**config.mk**
```make
export PLATFORM = sky130hd
export DESIGN_NAME = indexed_slot_table_flat
export DESIGN_NICKNAME = d
export VERILOG_FILES = /design/src/rtl/core/ist_pkg.sv /design/src/rtl/core/ist_if.sv /design/src/rtl/core/ist_ram.sv /design/src/rtl/core/ist_first_free.sv /design/src/rtl/core/indexed_slot_table.sv /design/src/flat_wrapper.sv
export SDC_FILE = /design/constraint.sdc
export NUM_CORES = 1
export LEC_CHECK = 0
export ABC_CLOCK_PERIOD_IN_PS = 7100
export BUFFER_PORTS_ARGS = -buffer_cell sky130_fd_sc_hd__buf_2
export CORE_MARGIN = 4
export CORE_UTILIZATION = 55
export DETAILED_ROUTE_END_ITERATION = 12
export PLACE_DENSITY = 0.75
export REMOVE_ABC_BUFFERS = 1
export SYNTH_ARGS = -nofsm -noshare
export SYNTH_HDL_FRONTEND = slang
export SYNTH_HIERARCHICAL = 1
export SYNTH_SLANG_ARGS = --single-unit
```
**constraint.sdc**
```tcl
create_clock -name clk -period 7.1 [get_ports clk]
set_input_delay 0.71 -clock clk [delete_from_list [all_inputs] [get_ports clk]]
set_output_delay 0.71 -clock clk [all_outputs]
set_load 0.02 [all_outputs]
```
**src/rtl/core/ist_pkg.sv**
```systemverilog
// ----------------------------------------------------------------------------
// ist_pkg
// shared widths, request codes and status codes of the slot table
// ----------------------------------------------------------------------------
package ist_pkg;

  // payload field widths
  localparam int REQ_W     = 3;
  localparam int IDX_W     = 8;
  localparam int ITEM_W    = 32;
  localparam int STATUS_W  = 2;
  localparam int RIDX_W    = 4;
  localparam int VAL_W     = 32;
  localparam int CNT_OUT_W = 5;

  // default configuration
  localparam int CAPACITY_DEF   = 16;
  localparam int WORD_WIDTH_DEF = 32;

  // request codes
  localparam logic [REQ_W-1:0] REQ_INSERT = 3'd0;
  localparam logic [REQ_W-1:0] REQ_GET    = 3'd1;
  localparam logic [REQ_W-1:0] REQ_REMOVE = 3'd2;
  localparam logic [REQ_W-1:0] REQ_ADD    = 3'd3;
  localparam logic [REQ_W-1:0] REQ_CLEAR  = 3'd4;

  // status codes
  localparam logic [STATUS_W-1:0] ST_OK    = 2'd0;
  localparam logic [STATUS_W-1:0] ST_RANGE = 2'd1;
  localparam logic [STATUS_W-1:0] ST_EMPTY = 2'd2;
  localparam logic [STATUS_W-1:0] ST_FULL  = 2'd3;

endpackage

```
**src/rtl/core/ist_if.sv**
```systemverilog
// ----------------------------------------------------------------------------
// ist_in_if / ist_out_if
// request and response channels of the slot table, valid/ready handshake
// ----------------------------------------------------------------------------
interface ist_in_if;
  import ist_pkg::*;

  logic                valid;
  logic                ready;
  logic [REQ_W-1:0]    req_type;
  logic [IDX_W-1:0]    slot_index;
  logic [ITEM_W-1:0]   item_value;

  modport source (output valid, output req_type, output slot_index, output item_value,
                  input ready);
  modport sink   (input valid, input req_type, input slot_index, input item_value,
                  output ready);
endinterface

interface ist_out_if;
  import ist_pkg::*;

  logic                  valid;
  logic                  ready;
  logic [STATUS_W-1:0]   status;
  logic [RIDX_W-1:0]     result_index;
  logic [VAL_W-1:0]      result_value;
  logic [CNT_OUT_W-1:0]  occupied_count;

  modport source (output valid, output status, output result_index, output result_value,
                  output occupied_count, input ready);
  modport sink   (input valid, input status, input result_index, input result_value,
                  input occupied_count, output ready);
endinterface

```
**src/rtl/core/ist_ram.sv**
```systemverilog
// ----------------------------------------------------------------------------
// ist_ram
// single-port synchronous ram, registered read with read enable
// ----------------------------------------------------------------------------
module ist_ram #(
  parameter int WIDTH = 32,
  parameter int DEPTH = 16
) (
  input  logic                     clk,
  input  logic                     we,
  input  logic                     re,
  input  logic [$clog2(DEPTH)-1:0] addr,
  input  logic [WIDTH-1:0]         wdata,
  output logic [WIDTH-1:0]         rdata
);

  logic [WIDTH-1:0] mem [DEPTH];
  logic [WIDTH-1:0] rdata_r;

  always_ff @(posedge clk) begin
    if (we) begin
      mem[addr] <= wdata;
    end
    if (re) begin
      rdata_r <= mem[addr];
    end
  end

  assign rdata = rdata_r;

endmodule

```
**src/rtl/core/ist_first_free.sv**
```systemverilog
// ----------------------------------------------------------------------------
// ist_first_free
// priority encoder: lowest slot whose occupied flag is clear
// ----------------------------------------------------------------------------
module ist_first_free #(
  parameter int CAPACITY = 16
) (
  input  logic [CAPACITY-1:0]         busy,
  output logic                        found,
  output logic [$clog2(CAPACITY)-1:0] idx
);

  localparam int AW = $clog2(CAPACITY);

  // scan from the top so the lowest free slot wins
  always_comb begin
    found = 1'b0;
    idx   = '0;
    for (int i = CAPACITY - 1; i >= 0; i--) begin
      if (!busy[i]) begin
        found = 1'b1;
        idx   = AW'(i);
      end
    end
  end

endmodule

```
**src/rtl/core/indexed_slot_table.sv**
```systemverilog
// ----------------------------------------------------------------------------
// indexed_slot_table
// flow: an accepted request waits in the pending registers while the slot word
//   ram read completes, then loads into the response register once that register
//   is free; no new request is taken until the response register has loaded
// reset: synchronous active-low; all slots empty and count zero at once,
//   slot word ram contents left as they are
// ----------------------------------------------------------------------------
module indexed_slot_table #(
  parameter int CAPACITY   = ist_pkg::CAPACITY_DEF,
  parameter int WORD_WIDTH = ist_pkg::WORD_WIDTH_DEF
) (
  input  logic      clk,
  input  logic      rst_n,
  ist_in_if.sink    in_ch,
  ist_out_if.source out_ch
);
  import ist_pkg::*;

  localparam int AW    = $clog2(CAPACITY);
  localparam int CNT_W = $clog2(CAPACITY + 1);
  localparam logic [IDX_W:0] CAP_EXT = (IDX_W + 1)'(CAPACITY);

  typedef enum logic {
    S_IDLE,
    S_RESP
  } state_t;

  // control state
  state_t               state_r;
  logic [CAPACITY-1:0]  valid_r;
  logic [CNT_W-1:0]     count_r;
  logic                 out_valid_r;

  // request held while the ram read completes
  logic [STATUS_W-1:0]  pend_status_r;
  logic [RIDX_W-1:0]    pend_ridx_r;
  logic                 pend_read_r;

  // response register
  logic [STATUS_W-1:0]  out_status_r;
  logic [RIDX_W-1:0]    out_ridx_r;
  logic [VAL_W-1:0]     out_value_r;
  logic [CNT_OUT_W-1:0] out_count_r;

  // next values
  logic [CAPACITY-1:0]  valid_nxt;
  logic [CNT_W-1:0]     count_nxt;
  logic [STATUS_W-1:0]  status_nxt;
  logic [RIDX_W-1:0]    ridx_nxt;
  logic                 read_nxt;

  // decode helpers
  logic                 in_fire;
  logic                 in_range;
  logic [AW-1:0]        idx_a;
  logic                 slot_full;
  logic                 free_found;
  logic [AW-1:0]        free_idx;
  logic [IDX_W-1:0]     free_idx8;
  logic                 load_out;

  // ram port
  logic                  ram_we;
  logic                  ram_re;
  logic [AW-1:0]         ram_addr;
  logic [WORD_WIDTH-1:0] ram_wdata;
  logic [WORD_WIDTH-1:0] ram_rdata;

  // one request in flight at a time; the response register frees the input side
  assign in_ch.ready = (state_r == S_IDLE);
  assign in_fire     = in_ch.valid && in_ch.ready;

  assign idx_a     = in_ch.slot_index[AW-1:0];
  assign in_range  = {1'b0, in_ch.slot_index} < CAP_EXT;
  assign slot_full = valid_r[idx_a];
  assign free_idx8 = IDX_W'(free_idx);
  assign ram_wdata = WORD_WIDTH'(in_ch.item_value);

  ist_first_free #(
    .CAPACITY (CAPACITY)
  ) u_first_free (
    .busy  (valid_r),
    .found (free_found),
    .idx   (free_idx)
  );

  ist_ram #(
    .WIDTH (WORD_WIDTH),
    .DEPTH (CAPACITY)
  ) u_slot_ram (
    .clk   (clk),
    .we    (ram_we),
    .re    (ram_re),
    .addr  (ram_addr),
    .wdata (ram_wdata),
    .rdata (ram_rdata)
  );

  // request decode: flags and count are registered on accept, and the word
  // is written or read on accept too, its read data held for the response
  always_comb begin
    valid_nxt  = valid_r;
    count_nxt  = count_r;
    status_nxt = ST_OK;
    ridx_nxt   = in_ch.slot_index[RIDX_W-1:0];
    read_nxt   = 1'b0;
    ram_we     = 1'b0;
    ram_re     = 1'b0;
    ram_addr   = idx_a;
    case (in_ch.req_type)
      REQ_INSERT: begin
        if (!in_range) begin
          status_nxt = ST_RANGE;
        end else begin
          ram_we           = in_fire;
          valid_nxt[idx_a] = 1'b1;
          if (!slot_full) begin
            count_nxt = count_r + CNT_W'(1);
          end
        end
      end
      REQ_GET: begin
        if (!in_range) begin
          status_nxt = ST_RANGE;
        end else if (!slot_full) begin
          status_nxt = ST_EMPTY;
        end else begin
          read_nxt = 1'b1;
          ram_re   = in_fire;
        end
      end
      REQ_REMOVE: begin
        if (!in_range) begin
          status_nxt = ST_RANGE;
        end else if (!slot_full) begin
          status_nxt = ST_EMPTY;
        end else begin
          read_nxt         = 1'b1;
          ram_re           = in_fire;
          valid_nxt[idx_a] = 1'b0;
          count_nxt        = count_r - CNT_W'(1);
        end
      end
      REQ_ADD: begin
        if (!free_found) begin
          status_nxt = ST_FULL;
          ridx_nxt   = '0;
        end else begin
          ram_we              = in_fire;
          ram_addr            = free_idx;
          valid_nxt[free_idx] = 1'b1;
          count_nxt           = count_r + CNT_W'(1);
          ridx_nxt            = free_idx8[RIDX_W-1:0];
        end
      end
      REQ_CLEAR: begin
        valid_nxt = '0;
        count_nxt = '0;
      end
      default: begin
        // unused codes leave the table untouched
      end
    endcase
  end

  // response loads once the previous one has left the register
  assign load_out = (state_r == S_RESP) && (!out_valid_r || out_ch.ready);

  always_ff @(posedge clk) begin
    if (!rst_n) begin
      state_r     <= S_IDLE;
      valid_r     <= '0;
      count_r     <= '0;
      out_valid_r <= 1'b0;
    end else begin
      case (state_r)
        S_IDLE: begin
          if (in_fire) begin
            valid_r       <= valid_nxt;
            count_r       <= count_nxt;
            pend_status_r <= status_nxt;
            pend_ridx_r   <= ridx_nxt;
            pend_read_r   <= read_nxt;
            state_r       <= S_RESP;
          end
        end
        S_RESP: begin
          if (load_out) begin
            state_r <= S_IDLE;
          end
        end
        default: begin
          state_r <= S_IDLE;
        end
      endcase

      // response register; the ram read data holds until loaded
      if (load_out) begin
        out_valid_r  <= 1'b1;
        out_status_r <= pend_status_r;
        out_ridx_r   <= pend_ridx_r;
        out_value_r  <= pend_read_r ? VAL_W'(ram_rdata) : '0;
        out_count_r  <= CNT_OUT_W'(count_r);
      end else if (out_ch.ready) begin
        out_valid_r <= 1'b0;
      end
    end
  end

  assign out_ch.valid          = out_valid_r;
  assign out_ch.status         = out_status_r;
  assign out_ch.result_index   = out_ridx_r;
  assign out_ch.result_value   = out_value_r;
  assign out_ch.occupied_count = out_count_r;

  // running count always matches the occupied flags
  a_count_matches : assert property (@(posedge clk) disable iff (!rst_n)
    count_r == CNT_W'($countones(valid_r)))
    else $error("occupancy count out of step with slot flags");

  // a response only appears out of the ram read state
  a_resp_from_read : assert property (@(posedge clk) disable iff (!rst_n)
    $rose(out_valid_r) |-> $past(state_r == S_RESP))
    else $error("response raised without a pending request");

  // no request is taken while one waits on the ram read
  a_one_in_flight : assert property (@(posedge clk) disable iff (!rst_n)
    (state_r == S_RESP) |-> !in_ch.ready)
    else $error("request accepted during ram read");

  // an add that found a free slot leaves the occupancy count nonzero
  a_add_marks : assert property (@(posedge clk) disable iff (!rst_n)
    (in_fire && in_ch.req_type == REQ_ADD && free_found) |=> (count_r != '0))
    else $error("add left the table empty");

endmodule
```
**src/flat_wrapper.sv**
```systemverilog
// flat-port wrapper written by rule: the top's interface ports become plain ports
module indexed_slot_table_flat import ist_pkg::*;
#(
  parameter int CAPACITY   = ist_pkg::CAPACITY_DEF,
  parameter int WORD_WIDTH = ist_pkg::WORD_WIDTH_DEF
)
  (clk, rst_n, in_ch_valid, in_ch_req_type, in_ch_slot_index, in_ch_item_value, in_ch_ready, out_ch_valid, out_ch_status, out_ch_result_index, out_ch_result_value, out_ch_occupied_count, out_ch_ready);
  ist_in_if in_ch_i ();
  ist_out_if out_ch_i ();
  input  logic clk;
  input  logic rst_n;
  input wire logic [$bits(in_ch_i.valid)-1:0] in_ch_valid;
  input wire logic [$bits(in_ch_i.req_type)-1:0] in_ch_req_type;
  input wire logic [$bits(in_ch_i.slot_index)-1:0] in_ch_slot_index;
  input wire logic [$bits(in_ch_i.item_value)-1:0] in_ch_item_value;
  output wire logic [$bits(in_ch_i.ready)-1:0] in_ch_ready;
  output wire logic [$bits(out_ch_i.valid)-1:0] out_ch_valid;
  output wire logic [$bits(out_ch_i.status)-1:0] out_ch_status;
  output wire logic [$bits(out_ch_i.result_index)-1:0] out_ch_result_index;
  output wire logic [$bits(out_ch_i.result_value)-1:0] out_ch_result_value;
  output wire logic [$bits(out_ch_i.occupied_count)-1:0] out_ch_occupied_count;
  input wire logic [$bits(out_ch_i.ready)-1:0] out_ch_ready;
  assign in_ch_i.valid = in_ch_valid;
  assign in_ch_i.req_type = in_ch_req_type;
  assign in_ch_i.slot_index = in_ch_slot_index;
  assign in_ch_i.item_value = in_ch_item_value;
  assign in_ch_ready = in_ch_i.ready;
  assign out_ch_valid = out_ch_i.valid;
  assign out_ch_status = out_ch_i.status;
  assign out_ch_result_index = out_ch_i.result_index;
  assign out_ch_result_value = out_ch_i.result_value;
  assign out_ch_occupied_count = out_ch_i.occupied_count;
  assign out_ch_i.ready = out_ch_ready;
  indexed_slot_table #(.CAPACITY(CAPACITY), .WORD_WIDTH(WORD_WIDTH)) u_core (.clk(clk), .rst_n(rst_n), .in_ch(in_ch_i), .out_ch(out_ch_i));
endmodule
```
# Yosys cells after proc, flatten, opt, wreduce, memory -nomap -nowiden
# Memory sizes are Yosys's and may differ from the RTL's. A register that Yosys moved wholly into a read port is not among the register bits.
# Index checks and enable logic that the tools add are counted.
[word_totals] inputBits=47 register_bits=73 mem_count=1 ram_bits=512 output_inout_bits=45
[memory_table] name="u_core.u_slot_ram.mem" words=16 word_bits=32 read_ports=1 rd_ports_with_merged_regs=1 write_ports=1 line_no="ist_ram.sv:17" source="logic [WIDTH-1:0] mem [DEPTH];"
[op_classes] n_mux=72 eq_ne=9 bitwise_logic=5 addsub=2 magnitude_cmp=5 reduce_logical=15
[ops] op="$mux 4" n=20
[ops] op="$mux 16" n=4
[ops] op="$pmux 16 s4" n=1
[ops] op="$mux 1" n=32
[ops] op="$or 16x16->16" n=2
[ops] op="$mux 5" n=5
[ops] op="$pmux 5 s4" n=1
[ops] op="$and 16x16->16" n=1
[ops] op="$not 16->16" n=1
[ops] op="$lt 4x5->1 const B" n=2
[ops] op="$demux 1 s4" n=2
[ops] op="$ge 4x1->1 const B" n=2
[ops] op="$lt 8x5->1 const B" n=1
[ops] op="$ne 2x1->1 const B" n=4
[ops] op="$reduce_and 8->1" n=1
[ops] op="$reduce_and 7->1" n=1
[ops] op="$eq 3x2->1 const B" n=2
[ops] op="$mux 2" n=3
[ops] op="$pmux 2 s3" n=1
[ops] op="$add 5x1->5 const B" n=1
[ops] op="$sub 5x1->5 const B" n=1
[ops] op="$bmux 1 s4" n=1
[ops] op="$logic_and 1x1->1" n=4
[ops] op="$pmux 1 s2" n=2
[ops] op="12 further kinds" n=13

# Depth between registers and ports, before layout
[depth] word_depth=23 mapped_depth=12 depth_no_buf=10

# Hierarchy
# Netlist, hierarchy kept.
[by_module_without_submodules] module="ist_ram" n_inst=1 area_per_inst_um2=20183.1 seq_area_each_um2=16335.7 cells_per_inst=840
[by_module_without_submodules] module="indexed_slot_table" n_inst=1 area_per_inst_um2=3518.4 seq_area_each_um2=1961.9 cells_per_inst=330
[by_module_without_submodules] module="ist_first_free" n_inst=1 area_per_inst_um2=166.4 seq_area_each_um2=0.0 cells_per_inst=34

# Worst setup path before layout
# Ideal clock, no wire load.
[synth_path] kind="input-to-reg" from="input port in_ch_slot_index[6]" to="memory u_core.u_slot_ram.mem[0][0] (enable)" n_path_buf=2 arrival_time_ps=4759 required_time_ps=6639 cell_stages=8 path_slack_ps=1880 cell_sequence="nor4_2 -> a21oi_1 -> or3_1 -> clkbuf_1 -> clkbuf_1 -> inv_2 -> or3b_2 -> nor3_1"
[synth_via] elab_chain_cells=5
[synth_rtl] element="from (decl)" line_no="flat_wrapper.sv:14" source="input wire logic [$bits(in_ch_i.slot_index)-1:0] in_ch_slot_index;"
[synth_rtl] element="$lt 8x5->1" line_no="indexed_slot_table.sv:75" source="assign in_range = {1'b0, in_ch.slot_index} < CAP_EXT;"
[synth_rtl] element="$mux 1" line_no="indexed_slot_table.sv:113" source="if (!in_range) begin"
[synth_rtl] element="$pmux 1 s2" line_no="indexed_slot_table.sv:111" source="case (in_ch.req_type)"
[synth_rtl] element="via u_core.ram_we" line_no="indexed_slot_table.sv:64" source="logic ram_we;"
[synth_rtl] element="$mux 1" line_no="ist_ram.sv:21" source="if (we) begin"
[synth_rtl] element="$mux 1 (implied by the code)" line_no="ist_ram.sv:22" source="mem[addr] <= wdata;"
[synth_rtl] element="to (decl)" line_no="ist_ram.sv:17"
# The timed path passes the listed nets, and every way through them passes these cells.

# Final worst setup path
[layout_path] from="register u_core.valid_r[12]" to="memory u_core.u_slot_ram.mem[7][23] (enable)"
[layout_lines] element="from (decl)" line_no="indexed_slot_table.sv:31" source="logic [CAPACITY-1:0] valid_r;"
[layout_lines] element="from (signal assigned)" line_no="indexed_slot_table.sv:180" source="valid_r <= valid_nxt;"
[layout_lines] element="$mux 1 (13 in a row)" line_no="ist_first_free.sv:20" source="if (!busy[i]) begin"
[layout_lines] element="via u_core.free_found" line_no="indexed_slot_table.sv:58" source="logic free_found;"
[layout_lines] element="$mux 4" line_no="indexed_slot_table.sv:146" source="if (!free_found) begin"
[layout_lines] element="$mux 4" line_no="indexed_slot_table.sv:111"
[layout_lines] element="via u_core.ram_addr[1]" line_no="indexed_slot_table.sv:66" source="logic [AW-1:0] ram_addr;"
# The timed path passes the listed nets, and every way through them passes these cells.

==> run_results.csv <==
group,metric,value,unit
logic_synthesis,synth.top_cell.area_share,0.747,
min_path,hold_class,"reg -> reg",
power_and_ir_drop,p_per_area,282,nW/um^2
logic_synthesis,synth_most_common_cell,"edfxtp_1",
clock_network,ctsHoldBuffers,0,
worst_setup_path,cpMostUsedCell,"nand2_1",
placed_design,dp_cells,1844,
power_and_ir_drop,leakagePower,8.71,nW
global_routing,antenna_found_initial,0,
global_routing,use_met2,0.358,
final_layout,insertedDiodeCount,0,
clock_network,cts-resized-gates,0,
placed_design,hpwlAfterDp,27400,um
logic_synthesis,yosys_warnings,6,
global_routing,grt_usage,0.222,
timing,worstMarginPinSlew,1260,ps
global_routing,grtUsageMet1,0.325,
logic_synthesis,async_reset_ff_frac,0,
logic_synthesis,synthTopCellsByArea,"edfxtp_1, mux4_2, a22oi_1",
timing,finalClockSkew,15.8,ps
final_layout,register_area,18300,um^2
clock_network,cts_tree,"yes",
final_layout,fillers,2959,
run,cap_violations,0,
route,post_drt_wl_per_cell,26.2,um
logic_synthesis,yosysSeqAreaShare,0.767,
die,io_pins,92,
route,vias,12100,
placed_design,place.port_buffers,91,
final_layout,drive_gt1_frac,0.279,
timing,fin_crit_sh,0.601,
global_routing,grt_pass1_vias,12300,
logic_synthesis,synth_edf_count,594,
global_routing,grt-ovfl-total,0,
timing,fmax,234,MHz
die,die_area,46800,um^2
worst_setup_path,critPathMaxStageDelay,810,ps
worst_setup_path,critical_path.slowest_cell,"nand2_4",
clock_network,cts_setup_buffers,0,
clock_network,clock-root-buffer,"clkbuf_16",
placed_design,dpl-instance-area,25100,um^2
route,drtIter0Drc,1237,
clock_network,htree_num_levels,2,
global_routing,grt_max_degree,73,
timing,hold_violations,0,
route,ant_nets,0,
die,rows,76,
die,start_util,0.555,
timing,rsz0062_at_grt,"false",
placed_design,place_congestion,0.897,
clock_network,clk_pin_slew,60,ps
logic_synthesis,synth.largest_area_cell,"edfxtp_1",
die,die_y,216,um
logic_synthesis,synth_cell_types,54,
final_layout,multi_input_area,5380,um^2
worst_setup_path,crit_path_start_kind,"flop",
timing,layout_min_cycle_time,4270,ps
route,routed_wirelength,51200,um
route,drc,0,
worst_setup_path,cp_max_fo,72,
worst_setup_path,endpoint_kind,"flop",
worst_setup_path,required,7370,ps
worst_setup_path,critPathKind,"reg -> reg",
global_routing,busiest_layer,"met2",
global_routing,grt_pass1_wl,78200,um
power_and_ir_drop,finalPower,7.65,mW
global_routing,met3_usage,0.0348,
clock_network,cts_buffer_depth,3,
clock_network,tritoncts.num_buffers,59,
route,drt_pass1_iterations,5,
clock_network,cts.sinks,617,
worst_setup_path,worstPathArrival,4540,ps
logic_synthesis,synth_ff_type,"edfxtp_1",
timing,setup_viol,0,
status,status,"complete, no violations",
clock_network,worstSkewPairLatency,620,ps
timing,maxSlewHeadroom,0.156,
route,vias_per_cell,6.20,
power_and_ir_drop,ir_drop,234,uV
logic_synthesis,netlist_area,23900,um^2
final_layout,fin_area,27200,um^2
final_layout,fin_cells,1956,
logic_synthesis,ys_ff_latch,617,
die,coreArea,43000,um^2
die,die_x,216,um
final_layout,areaGrowthSynthToFinish,13.9,%
final_layout,finalNetCount,1371,
worst_setup_path,path_cells,"nand4_1, nor3_1, nand2_1, nand2_1, nand2_1, nand2_4, nand2_1, nor2_4, buf_4",
final_layout,fin_util,0.632,
timing,slew_viol_final,0,
logic_synthesis,syn-instance-count,1204,
logic_synthesis,syn_area_per_cell,19.8,um^2
logic_synthesis,synth_common_cells,"edfxtp_1, mux4_2, nand2_1, a22oi_1, nor2_1",
## final timing paths
check / from / end / depth (start not counted) / slack [ps]
worst max-delay path: u_core/valid_r[12]$_SDFFE_PN0P_ / u_core/u_slot_ram/mem[7][23]$_DFFE_PP_ / 9 / 2830
worst max register to register: u_core/valid_r[12]$_SDFFE_PN0P_ / u_core/u_slot_ram/mem[7][23]$_DFFE_PP_ / 9 / 2830
worst min register to register: u_core/pend_status_r[1]$_DFFE_PP_ / u_core/out_ch.status[1]$_DFFE_PP_ / 0 / 420
worst min-delay path: u_core/pend_status_r[1]$_DFFE_PP_ / u_core/out_ch.status[1]$_DFFE_PP_ / 0 / 420
## kinds of logic after synthesis
group | count (synthesis) | share of synthesized area
XOR/XNOR | 4 | 0.00147
buffers and inverters | 76 | 0.0152
multiplexers | 135 | 0.127
AND/OR/NAND/NOR | 211 | 0.0432
AO/OA/AOI/OAI | 157 | 0.0442
adder cells (fa/ha/maj) | 4 | 0.00241
flip-flops | 617 | 0.767
## metal layers
| layer | part of all wire | vias up |
|---|---|---|
| met4 | 0.020 | 0 |
| met3 | 0.078 | 77 |
| met1 | 0.41 | 6381 |
| met2 | 0.49 | 520 |
| li1 | - | 5156 |
| met5 | 0 | - |
## sequential cells by signal, summed over array words and instances (netlist names)
signal                        cells
u_core/u_slot_ram/mem           512
u_core/count_r                    5
u_core/out_ch.status              2
u_core/out_ch.valid               1
u_core/valid_r                   16
u_core/out_ch.result_index        4
u_core/pend_ridx_r                4
u_core/pend_read_r                1
u_core/u_slot_ram/rdata          32
u_core/out_ch.result_value       32
u_core/pend_status_r              2
u_core/state_r                    1
u_core/out_ch.occupied_count      5
## power by group
part / internal, mW / total, mW / leakage [nW] / switching, mW
Combinational: 0.133 / 0.348 / 2.15 / 0.215
Sequential: 4.01 / 4.01 / 5.55 / 0.00472
Clock: 1.94 / 3.29 / 1.01 / 1.36
Total: 6.08 / 7.65 / 8.71 / 1.58
## worst max-delay path, delay by kind of cell, from the launching register on
kind	cells	cell delay, ps
and+or+nand+nor	8	2980
DFF	1	400
buffers and inverters	1	480
## layout by cell type, fill, tap and decap left out, types with 3 or more instances in the layout
cell	synthesis	layout
clkbuf_1	40	4
and2_1	34	33
nand4_1	6	6
ha_1	3	3
or3_1	3	3
nand3_1	4	4
mux4_2	132	132
o21ai_0	35	35
a22oi_1	73	73
nand3b_1	4	4
nor3_1	10	5
nor2_1	44	31
clkinv_4	0	3
o21ai_1	4	4
clkbuf_16	0	61
edfxtp_1	594	594
bufinv_16	0	10
a32oi_1	6	6
nor2b_1	8	6
a31oi_1	3	3
inv_1	11	11
buf_4	1	28
a21oi_1	23	23
nor3_2	1	5
nand2b_1	8	8
clkinv_2	0	14
buf_2	16	91
clkinvlp_4	0	3
nand2_1	74	72
dfxtp_1	23	23
nor2_4	0	13
clkinv_1	0	13
xnor2_1	3	3
## area by class of cell
cell class,count,share of cell area
clock buffers,65,0.0567
clock inverters,47,0.0190
inverters,12,0.00166
multi-input cells,511,0.198
flip-flops and latches,617,0.673
well taps,585,0.0269
repair buffers,119,0.0245
## per-stage QoR
| stage | setup slack [ps] | setup TNS [ps] | hold slack (ps) |
|---|---|---|---|
| floorplan | -2640 | -839310 | 400 |
| global placement | 2480 | 0 | 402 |
| detailed placement | 2620 | 0 | 406 |
| CTS | 2780 | 0 | 410 |
| global route | 2440 | 0 | 411 |
| finish | 2830 | 0 | 417 |
No activity file was read; power rests on OpenSTA's default activity.
